<file path="src/rtl/vcw_pkg.sv">
// vcw_pkg: shared types, constants and helper functions of the vegas window engine
// used by vcw_ctrl, vcw_datapath and vegas_congestion_window; no dependencies
`default_nettype none

package vcw_pkg;

    localparam int WIN_W   = 40;
    localparam int TIME_W  = 48;
    localparam int PKT_W   = 62;
    localparam int SEG_W   = 16;
    localparam int CNT_W   = 16;
    localparam int SEGS_W  = 8;
    localparam int CFG_IDX_W = 3;
    localparam int CFG_DATA_W = 48;

    // shared multiplier: 48 x 48 in three 48 x 16 steps
    localparam int MUL_OP_W    = 48;
    localparam int MUL_CHUNK_W = 16;
    localparam int MUL_STEPS   = MUL_OP_W / MUL_CHUNK_W;
    localparam int MUL_ACC_W   = 2 * MUL_OP_W + MUL_CHUNK_W;
    localparam int MUL_CNT_W   = $clog2(MUL_STEPS);

    // shared restoring divider: 88-bit dividend, 64-bit divisor
    localparam int DVD_W     = 88;
    localparam int DVS_W     = 64;
    localparam int DIV_CNT_W = $clog2(DVD_W);

    localparam logic [SEG_W-1:0]  RST_SEGMENT_SIZE = 16'd1460;
    localparam logic [SEGS_W-1:0] RST_ALPHA        = 8'd2;
    localparam logic [SEGS_W-1:0] RST_BETA         = 8'd4;
    localparam logic [SEGS_W-1:0] RST_GAMMA        = 8'd1;
    localparam logic [WIN_W-1:0]  RST_INIT_WINDOW  = 40'd46720;
    localparam logic [WIN_W-1:0]  RST_INIT_THRESH  = 40'd14600000;
    localparam logic [TIME_W-1:0] RST_DEFAULT_SRTT = 48'd50000;
    localparam logic [MUL_OP_W-1:0] USEC_PER_SEC   = 48'd1000000;

    localparam logic [PKT_W-1:0]  PKT_MAX  = {PKT_W{1'b1}};
    localparam logic [TIME_W-1:0] RATE_MAX = {TIME_W{1'b1}};
    localparam logic [CNT_W-1:0]  CNT_MAX  = {CNT_W{1'b1}};
    localparam logic [CNT_W-1:0]  FEW_SAMPLES = 16'd2;

    typedef enum logic [2:0] {
        FUNC_ACK     = 3'd0,
        FUNC_SENT    = 3'd1,
        FUNC_LOSS    = 3'd2,
        FUNC_TIMEOUT = 3'd3,
        FUNC_REINIT  = 3'd4,
        FUNC_QUERY   = 3'd5
    } func_t;

    typedef enum logic [CFG_IDX_W-1:0] {
        CFG_SEGMENT_SIZE = 3'd0,
        CFG_ALPHA        = 3'd1,
        CFG_BETA         = 3'd2,
        CFG_GAMMA        = 3'd3,
        CFG_INIT_WINDOW  = 3'd4,
        CFG_INIT_THRESH  = 3'd5,
        CFG_DEFAULT_SRTT = 3'd6
    } cfg_idx_t;

    typedef enum logic [4:0] {
        ST_IDLE,
        ST_APPLY,
        ST_EXP_MGO,
        ST_EXP_MW,
        ST_EXP_DGO,
        ST_EXP_DW,
        ST_DEN_MGO,
        ST_DEN_MW,
        ST_DIF_MGO,
        ST_DIF_MW,
        ST_DIF_DGO,
        ST_DIF_DW,
        ST_DECIDE,
        ST_RATE_MGO,
        ST_RATE_MW,
        ST_RATE_DGO,
        ST_RATE_DW,
        ST_DELIVER
    } state_t;

    typedef enum logic [1:0] {
        MUL_EXP,
        MUL_DEN,
        MUL_DIF,
        MUL_RATE
    } mul_sel_t;

    typedef enum logic [1:0] {
        DIV_EXP,
        DIV_DIF,
        DIV_RATE
    } div_sel_t;

    typedef struct packed {
        logic     load;
        logic     apply;
        logic     mul_start;
        mul_sel_t mul_sel;
        logic     div_start;
        div_sel_t div_sel;
        logic     save_exp;
        logic     save_den;
        logic     decide;
        logic     out_load;
    } cmd_t;

    typedef struct packed {
        logic vegas_hit;
        logic mul_busy;
        logic div_busy;
        logic out_free;
    } sts_t;

    function automatic logic [WIN_W-1:0] add_sat40(input logic [WIN_W-1:0] a,
                                                  input logic [WIN_W-1:0] b);
        logic [WIN_W:0] s;
        s = {1'b0, a} + {1'b0, b};
        return s[WIN_W] ? {WIN_W{1'b1}} : s[WIN_W-1:0];
    endfunction

    function automatic logic [WIN_W-1:0] sub_sat40(input logic [WIN_W-1:0] a,
                                                  input logic [WIN_W-1:0] b);
        return (a > b) ? (a - b) : '0;
    endfunction

endpackage

`default_nettype wire

</file>
<file path="src/rtl/vcw_ctrl.sv">
// vcw_ctrl: sequencer of the vegas window engine
// depends on vcw_pkg; drives vcw_datapath through cmd_t and reads sts_t
`default_nettype none

module vcw_ctrl
    import vcw_pkg::*;
(
    input  wire logic aclk,
    input  wire logic aresetn,
    input  wire logic s_valid,
    output logic      s_ready,
    input  wire sts_t sts,
    output cmd_t      cmd
);

    state_t state_reg, state_next;

    always_ff @(posedge aclk) begin
        if (!aresetn) begin
            state_reg <= ST_IDLE;
        end else begin
            state_reg <= state_next;
        end
    end

    always_comb begin
        state_next = state_reg;
        case (state_reg)
            ST_IDLE:     if (s_valid) state_next = ST_APPLY;
            ST_APPLY:    state_next = sts.vegas_hit ? ST_EXP_MGO : ST_RATE_MGO;
            ST_EXP_MGO:  state_next = ST_EXP_MW;
            ST_EXP_MW:   if (!sts.mul_busy) state_next = ST_EXP_DGO;
            ST_EXP_DGO:  state_next = ST_EXP_DW;
            ST_EXP_DW:   if (!sts.div_busy) state_next = ST_DEN_MGO;
            ST_DEN_MGO:  state_next = ST_DEN_MW;
            ST_DEN_MW:   if (!sts.mul_busy) state_next = ST_DIF_MGO;
            ST_DIF_MGO:  state_next = ST_DIF_MW;
            ST_DIF_MW:   if (!sts.mul_busy) state_next = ST_DIF_DGO;
            ST_DIF_DGO:  state_next = ST_DIF_DW;
            ST_DIF_DW:   if (!sts.div_busy) state_next = ST_DECIDE;
            ST_DECIDE:   state_next = ST_RATE_MGO;
            ST_RATE_MGO: state_next = ST_RATE_MW;
            ST_RATE_MW:  if (!sts.mul_busy) state_next = ST_RATE_DGO;
            ST_RATE_DGO: state_next = ST_RATE_DW;
            ST_RATE_DW:  if (!sts.div_busy) state_next = ST_DELIVER;
            ST_DELIVER:  if (sts.out_free) state_next = ST_IDLE;
            default:     state_next = ST_IDLE;
        endcase
    end

    always_comb begin
        cmd = '0;
        s_ready = 1'b0;
        case (state_reg)
            ST_IDLE: begin
                s_ready  = 1'b1;
                cmd.load = s_valid;
            end
            ST_APPLY: cmd.apply = 1'b1;
            ST_EXP_MGO: begin
                cmd.mul_start = 1'b1;
                cmd.mul_sel   = MUL_EXP;
            end
            ST_EXP_DGO: begin
                cmd.div_start = 1'b1;
                cmd.div_sel   = DIV_EXP;
            end
            ST_DEN_MGO: begin
                // quotient still holds the expected window here
                cmd.save_exp  = 1'b1;
                cmd.mul_start = 1'b1;
                cmd.mul_sel   = MUL_DEN;
            end
            ST_DIF_MGO: begin
                cmd.save_den  = 1'b1;
                cmd.mul_start = 1'b1;
                cmd.mul_sel   = MUL_DIF;
            end
            ST_DIF_DGO: begin
                cmd.div_start = 1'b1;
                cmd.div_sel   = DIV_DIF;
            end
            ST_DECIDE: cmd.decide = 1'b1;
            ST_RATE_MGO: begin
                cmd.mul_start = 1'b1;
                cmd.mul_sel   = MUL_RATE;
            end
            ST_RATE_DGO: begin
                cmd.div_start = 1'b1;
                cmd.div_sel   = DIV_RATE;
            end
            ST_DELIVER: cmd.out_load = sts.out_free;
            default: cmd = '0;
        endcase
    end

endmodule

`default_nettype wire

</file>
<file path="config.mk">
export PLATFORM = sky130hd
export DESIGN_NAME = vcw_ctrl
export DESIGN_NICKNAME = d
export VERILOG_FILES = /design/src/rtl/vcw_pkg.sv /design/src/rtl/vcw_ctrl.sv
export SDC_FILE = /design/constraint.sdc
export NUM_CORES = 1
export LEC_CHECK = 0
export ABC_AREA = 0
export CAP_MARGIN = 5
export CORE_AREA = 2 2 39 41
export CTS_BUF_LIST = sky130_fd_sc_hd__clkbuf_4
export DETAILED_ROUTE_END_ITERATION = 7
export DIE_AREA = 0 0 41 43
export DONT_BUFFER_PORTS = 1
export PLACE_DENSITY_LB_ADDON = 0.25
export SLEW_MARGIN = 15
export SYNTH_ARGS = -nofsm -noshare
export SYNTH_HDL_FRONTEND = slang
export SYNTH_SLANG_ARGS = --single-unit
</file>
<file path="constraint.sdc">
create_clock -name aclk -period 2.55 [get_ports aclk]
set_clock_uncertainty 0.1 [all_clocks]
set_input_delay 0.1275 -clock aclk [delete_from_list [all_inputs] [get_ports aclk]]
set_output_delay 0.1275 -clock aclk [all_outputs]
set_load 0.01 [all_outputs]
</file>
# After elaboration in Yosys (flattened, before gate mapping)
# Index checks and enable logic that the tools add are counted.
[totals]
output_inout_bits = 13
ram_bits = 0
romBits = 0
elab_cells = 49
memories = 0
input_bits = 7
regBits = 5
latchBits = 0
[op_classes]
n_eq_ne = 26
n_bitwise = 0
muxes = 20
div = 0
addsub = 0
n_shift = 0
magnitude_cmp = 0
mul = 0
reduce_logical = 2
[op_table]
columns = ["operator", "n"]
rows = [
  ["5-bit case mux with 18 select lines", 1],
  ["5-bit 2-to-1 mux", 9],
  ["5-bit by 4-bit equality test with 1-bit output, second input constant", 8],
  ["5-bit by 3-bit equality test with 1-bit output, second input constant", 4],
  ["2-bit inequality test, second input constant", 9],
  ["3-bit case mux with 4 select lines", 1],
  ["5-bit by 2-bit equality test with 1-bit output, second input constant", 2],
  ["5-bit equality test, second input constant", 2],
  ["3-bit case mux with 3 select lines", 1],
  ["9-bit AND reduction", 1],
  ["1-bit 2-to-1 mux", 7],
  ["5-bit by 1-bit equality test with 1-bit output, second input constant", 1],
  ["5-bit logical NOT", 1],
  ["4-bit 2-to-1 mux", 1],
]

# Logic depth before layout (Yosys ltp)
[logic_depth]
ltp_word = 3
mapped_depth = 7
ltp_nobuf = 5

# Worst setup path before layout
# No wires, ideal clock.
[synth_timing]
path_type = "register to register"
start = "register state_reg[3]"
end = "register state_reg[4]"
path_buffers = 1
t_arrival_ns = 1.583
required_time_ns = 2.371
path_stages_with_launch = 7
setup_time_ns = 0.079
slack_ns = 0.788
period_less_slack_ns = 1.762
path_cell_list = "dfxtp_1 -> buf_2 -> nand2b_1 -> or4_4 -> o221a_4 -> and3_1 -> a211oi_2"
[synth_via]
elab_chain_len = 3
elab_cells_between_ends = 29
cone_classes = "eq/ne (26); mux (1); reduce/logical (2)"
[synth_lines]
columns = ["element", "line", "rtl"]
rows = [
  ["from (decl)", "vcw_ctrl.sv:16", "state_t state_reg, state_next;"],
  ["from (signal assigned)", "vcw_ctrl.sv:22", "state_reg <= state_next;"],
  ["5-bit by 2-bit equality test with 1-bit output (tied with other cells)", "vcw_ctrl.sv:28", "case (state_reg)"],
  ["2-bit inequality test (no source line)", "-", ""],
  ["9-bit AND reduction (no source line)", "-", ""],
]
# Parallel ways exist; a longest one is shown, timed or not.
# A chain may end at the register's enable or synchronous reset.

# Worst setup path in the final report
[layout_timing]
start = "register state_reg[3]"
end = "register state_reg[1]"
# The elaborated chain is that of the path after synthesis.

==> run_results.csv <==
group,metric,value,unit
routing,met3_length,104,um
setup_path,arrival,2.11,ns
setup_path,worstSetupEndpointType,"flop",
timing,layout_min_cycle_time,2.08,ns
setup_path,worst-path-max-fanout,19,
setup_path,crit_path_start_kind,"flop",
global_routing,grt_overflow,0,
synthesis,postSynthCellCount,91,
clock_tree,htreeDepth,1,
routing,drtAntennaViolNets,0,
routing,wl_per_cell,14.6,um
placed_design,dp_hpwl,1.10,mm
synthesis,netlist_area,608,um2
placed_design,place_inst,100,
synthesis,synth-seq-cells,5,
routing,wl_met1,700,um
routing,wl_met2,707,um
floorplanning,core-area,0.00138,mm2
power_and_ir_drop,power.density,1220,mW/mm2
placed_design,gp_congestion,0.807,
synthesis,avgSynthCellArea,6.68,um2
synthesis,synth.area.mux_share,0,
routing,top_layer_used,"met4",
synthesis,yosysSeqAreaShare,0.165,
synthesis,synth_top_family_by_area,"simple AND/OR/NAND/NOR gates",
final_layout,syn2layout_area_growth,6.17,%
final_layout,final_nets,97,
global_routing,grt_max_degree,23,
min_path,hp-class,"primary input to flop",
global_routing,track_usage,0.198,
synthesis,synth.net_count,98,
timing,tns,0,ns
clock_tree,root_buffer,"clkbuf_4",
routing,vias,658,
setup_path,criticalPathCategory,"flop to flop",
timing,slew_headroom,0.574,
clock_tree,clk_pin_slew,0.04,ns
routing,wl,1.53,mm
clock_tree,cts_sinks,5,
final_layout,drive_above_1_share,0.124,
clock_tree,cts_buffers,3,
setup_path,slowest_stage,"dfxtp_1",
setup_path,worstPathCellList,"and3b_1 > o311ai_2 > o221ai_1 > o311ai_1 > o21ai_1",
floorplanning,die_w,41,um
floorplanning,die_y,43,um
timing,setup_viol,0,
routing,drc,0,
final_layout,diodes,0,
clock_tree,cts_tree,"built",
floorplanning,pin_count,20,
power_and_ir_drop,peakVddDrop,491,uV
timing,period_share,0.817,
routing,first_iter_violations,17,
placed_design,portBuffers,0,
timing,rsz0062_at_grt,"no",
global_routing,antenna_found_initial,0,
clock_tree,clock_latency,0.24,ns
floorplanning,start_util,0.439,
placed_design,place_area,606,um2
timing,finalMaxSlewViolations,0,
power_and_ir_drop,finalPower,787,uW
synthesis,synth_xor_area_frac,0.0144,
synthesis,synth-simple-area-share,0.451,
clock_tree,cts_max_path_buffers,2,
synthesis,synthAdderAreaFrac,0,
power_and_ir_drop,power_leakage,0.240,nW
flow_run,drv_cap,0,
final_layout,finalNonFillerCells,105,
setup_path,cp_slowest_stage_delay,0.66,ns
floorplanning,die-area,0.00176,mm2
timing,hold_violations,0,
final_layout,largest_reg_flops,5,
routing,drt_pass1_iterations,4,
timing,worst_pin_slew,0.639,ns
timing,fmax,480,MHz
synthesis,synthDistinctLibCells,39,
synthesis,synth_compound_area_frac,0.284,
floorplanning,rows,14,
global_routing,grt_pass1_vias,537,
global_routing,grt_pass1_wl,2.39,mm
outcome,outcome,"complete, no violations",
setup_path,required,2.57,ns
synthesis,yosysWarningCount,0,
routing,viasPerCell,6.27,
clock_tree,post_cts_buffers,0,
final_layout,postLayoutCellArea,646,um2
-- final timing paths --
kind / from / endpoint / slack (ns) / depth (start not counted)
max: state_reg[3] / state_reg[1] / 0.47 / 5
min: sts[3] / state_reg[1] / 0.10 / 3
max reg2reg: state_reg[3] / state_reg[1] / 0.47 / 5
min reg2reg: state_reg[4] / state_reg[4] / 0.48 / 2
-- where the power goes --
| part | switching (mW) | total, mW | internal, mW |
|---|---|---|---|
| sequential | 0.0946 | 0.203 | 0.108 |
| clock | 0.0331 | 0.103 | 0.0698 |
| combinational | 0.282 | 0.481 | 0.199 |
-- placed cells by master (no fill, tap or decap), types with 2 or more instances in the layout --
cell type  synthesis  final
a21oi_1            3      3
or3_1              2      2
nand3_1            2      2
buf_4              0      2
inv_1              3      3
and3_1             4      4
nand2_1            9      9
dfxtp_1            5      5
nor2_1            11     11
clkbuf_4           0      4
nand2b_1           3      3
nor3_1             7      7
o21ai_0            5      5
nor3b_1            2      2
a31oi_1            2      2
-- metal layers --
metal / vias up / track usage
met5: - / 0
met4: 0 / 0.0800
met3: 2 / 0.0681
met2: 24 / 0.288
met1: 302 / 0.258
li1: 330 / -
-- critical path: cells and delay by family (launching register included) --
family	cells	cell delay, ns
AND/OR/NAND/NOR	1	0.25
flip-flops	1	0.66
AO/OA/AOI/OAI	4	0.96
-- metrics by stage --
step / utilization / worst slack, ns / hold slack, ns
after floorplan: - / 0.788 / 0.192
after global placement: 0.438 / 0.522 / 0.205
after detailed placement: 0.438 / 0.479 / 0.203
after CTS: 0.467 / 0.468 / 0.105
after global routing: 0.467 / 0.291 / 0.147
final: 0.467 / 0.468 / 0.103
-- cell type report --
type / instances / area [um2]
inverter: 4 / 15.0
tap: 16 / 20.0
timing repair buffer: 3 / 25.0
sequential: 5 / 100
fill: 156 / 738
multi-input combinational: 73 / 455
clock buffer: 4 / 30.0
-- logic make-up after synthesis --
kind of cell,after synthesis
AO/OA/AOI/OAI,22
XOR/XNOR,1
flip-flops,5
buffers and inverters,13
AND/OR/NAND/NOR,50
-- Yosys cell counts --
library cell / number / area (um2)
nand4_1: 1 / 6.26
inv_2: 1 / 3.75
or4_4: 1 / 11.3
nand3_1: 2 / 10.0
o21ai_1: 1 / 5.00
dfxtp_1: 5 / 100
a211oi_2: 1 / 12.5
buf_2: 3 / 15.0
nor2b_1: 1 / 6.26
clkbuf_1: 6 / 22.5
a32o_1: 1 / 10.0
o221a_4: 1 / 20.0
and3b_1: 1 / 8.76
nor4bb_1: 1 / 10.0
a32oi_1: 1 / 8.76
inv_1: 3 / 11.3
or3_1: 2 / 12.5
xnor2_1: 1 / 8.76
o21bai_1: 1 / 7.51
nand2b_1: 3 / 18.8
nor4_1: 1 / 6.26
o22ai_1: 1 / 6.26
nor3b_1: 2 / 15.0
o311ai_2: 1 / 16.3
nand2_1: 9 / 33.8
and4b_1: 1 / 10.0
a31oi_1: 2 / 12.5
or4_1: 1 / 7.51
nor3_1: 7 / 35.0
o21a_1: 1 / 7.51
a21oi_1: 3 / 15.0
o21ai_0: 5 / 25.0
nor4b_1: 1 / 8.76
nor2_1: 11 / 41.3
o221ai_1: 1 / 8.76
nand3b_1: 1 / 7.51
o311ai_1: 1 / 8.76
a22o_1: 1 / 8.76
and3_1: 4 / 25.0
-- what timing repair did --
item,in CTS,in global routing
endpoints found under the hold margin,5,0
gates resized for setup,0,0
hold buffers,1,0
Power figures use the tool's default switching activity.
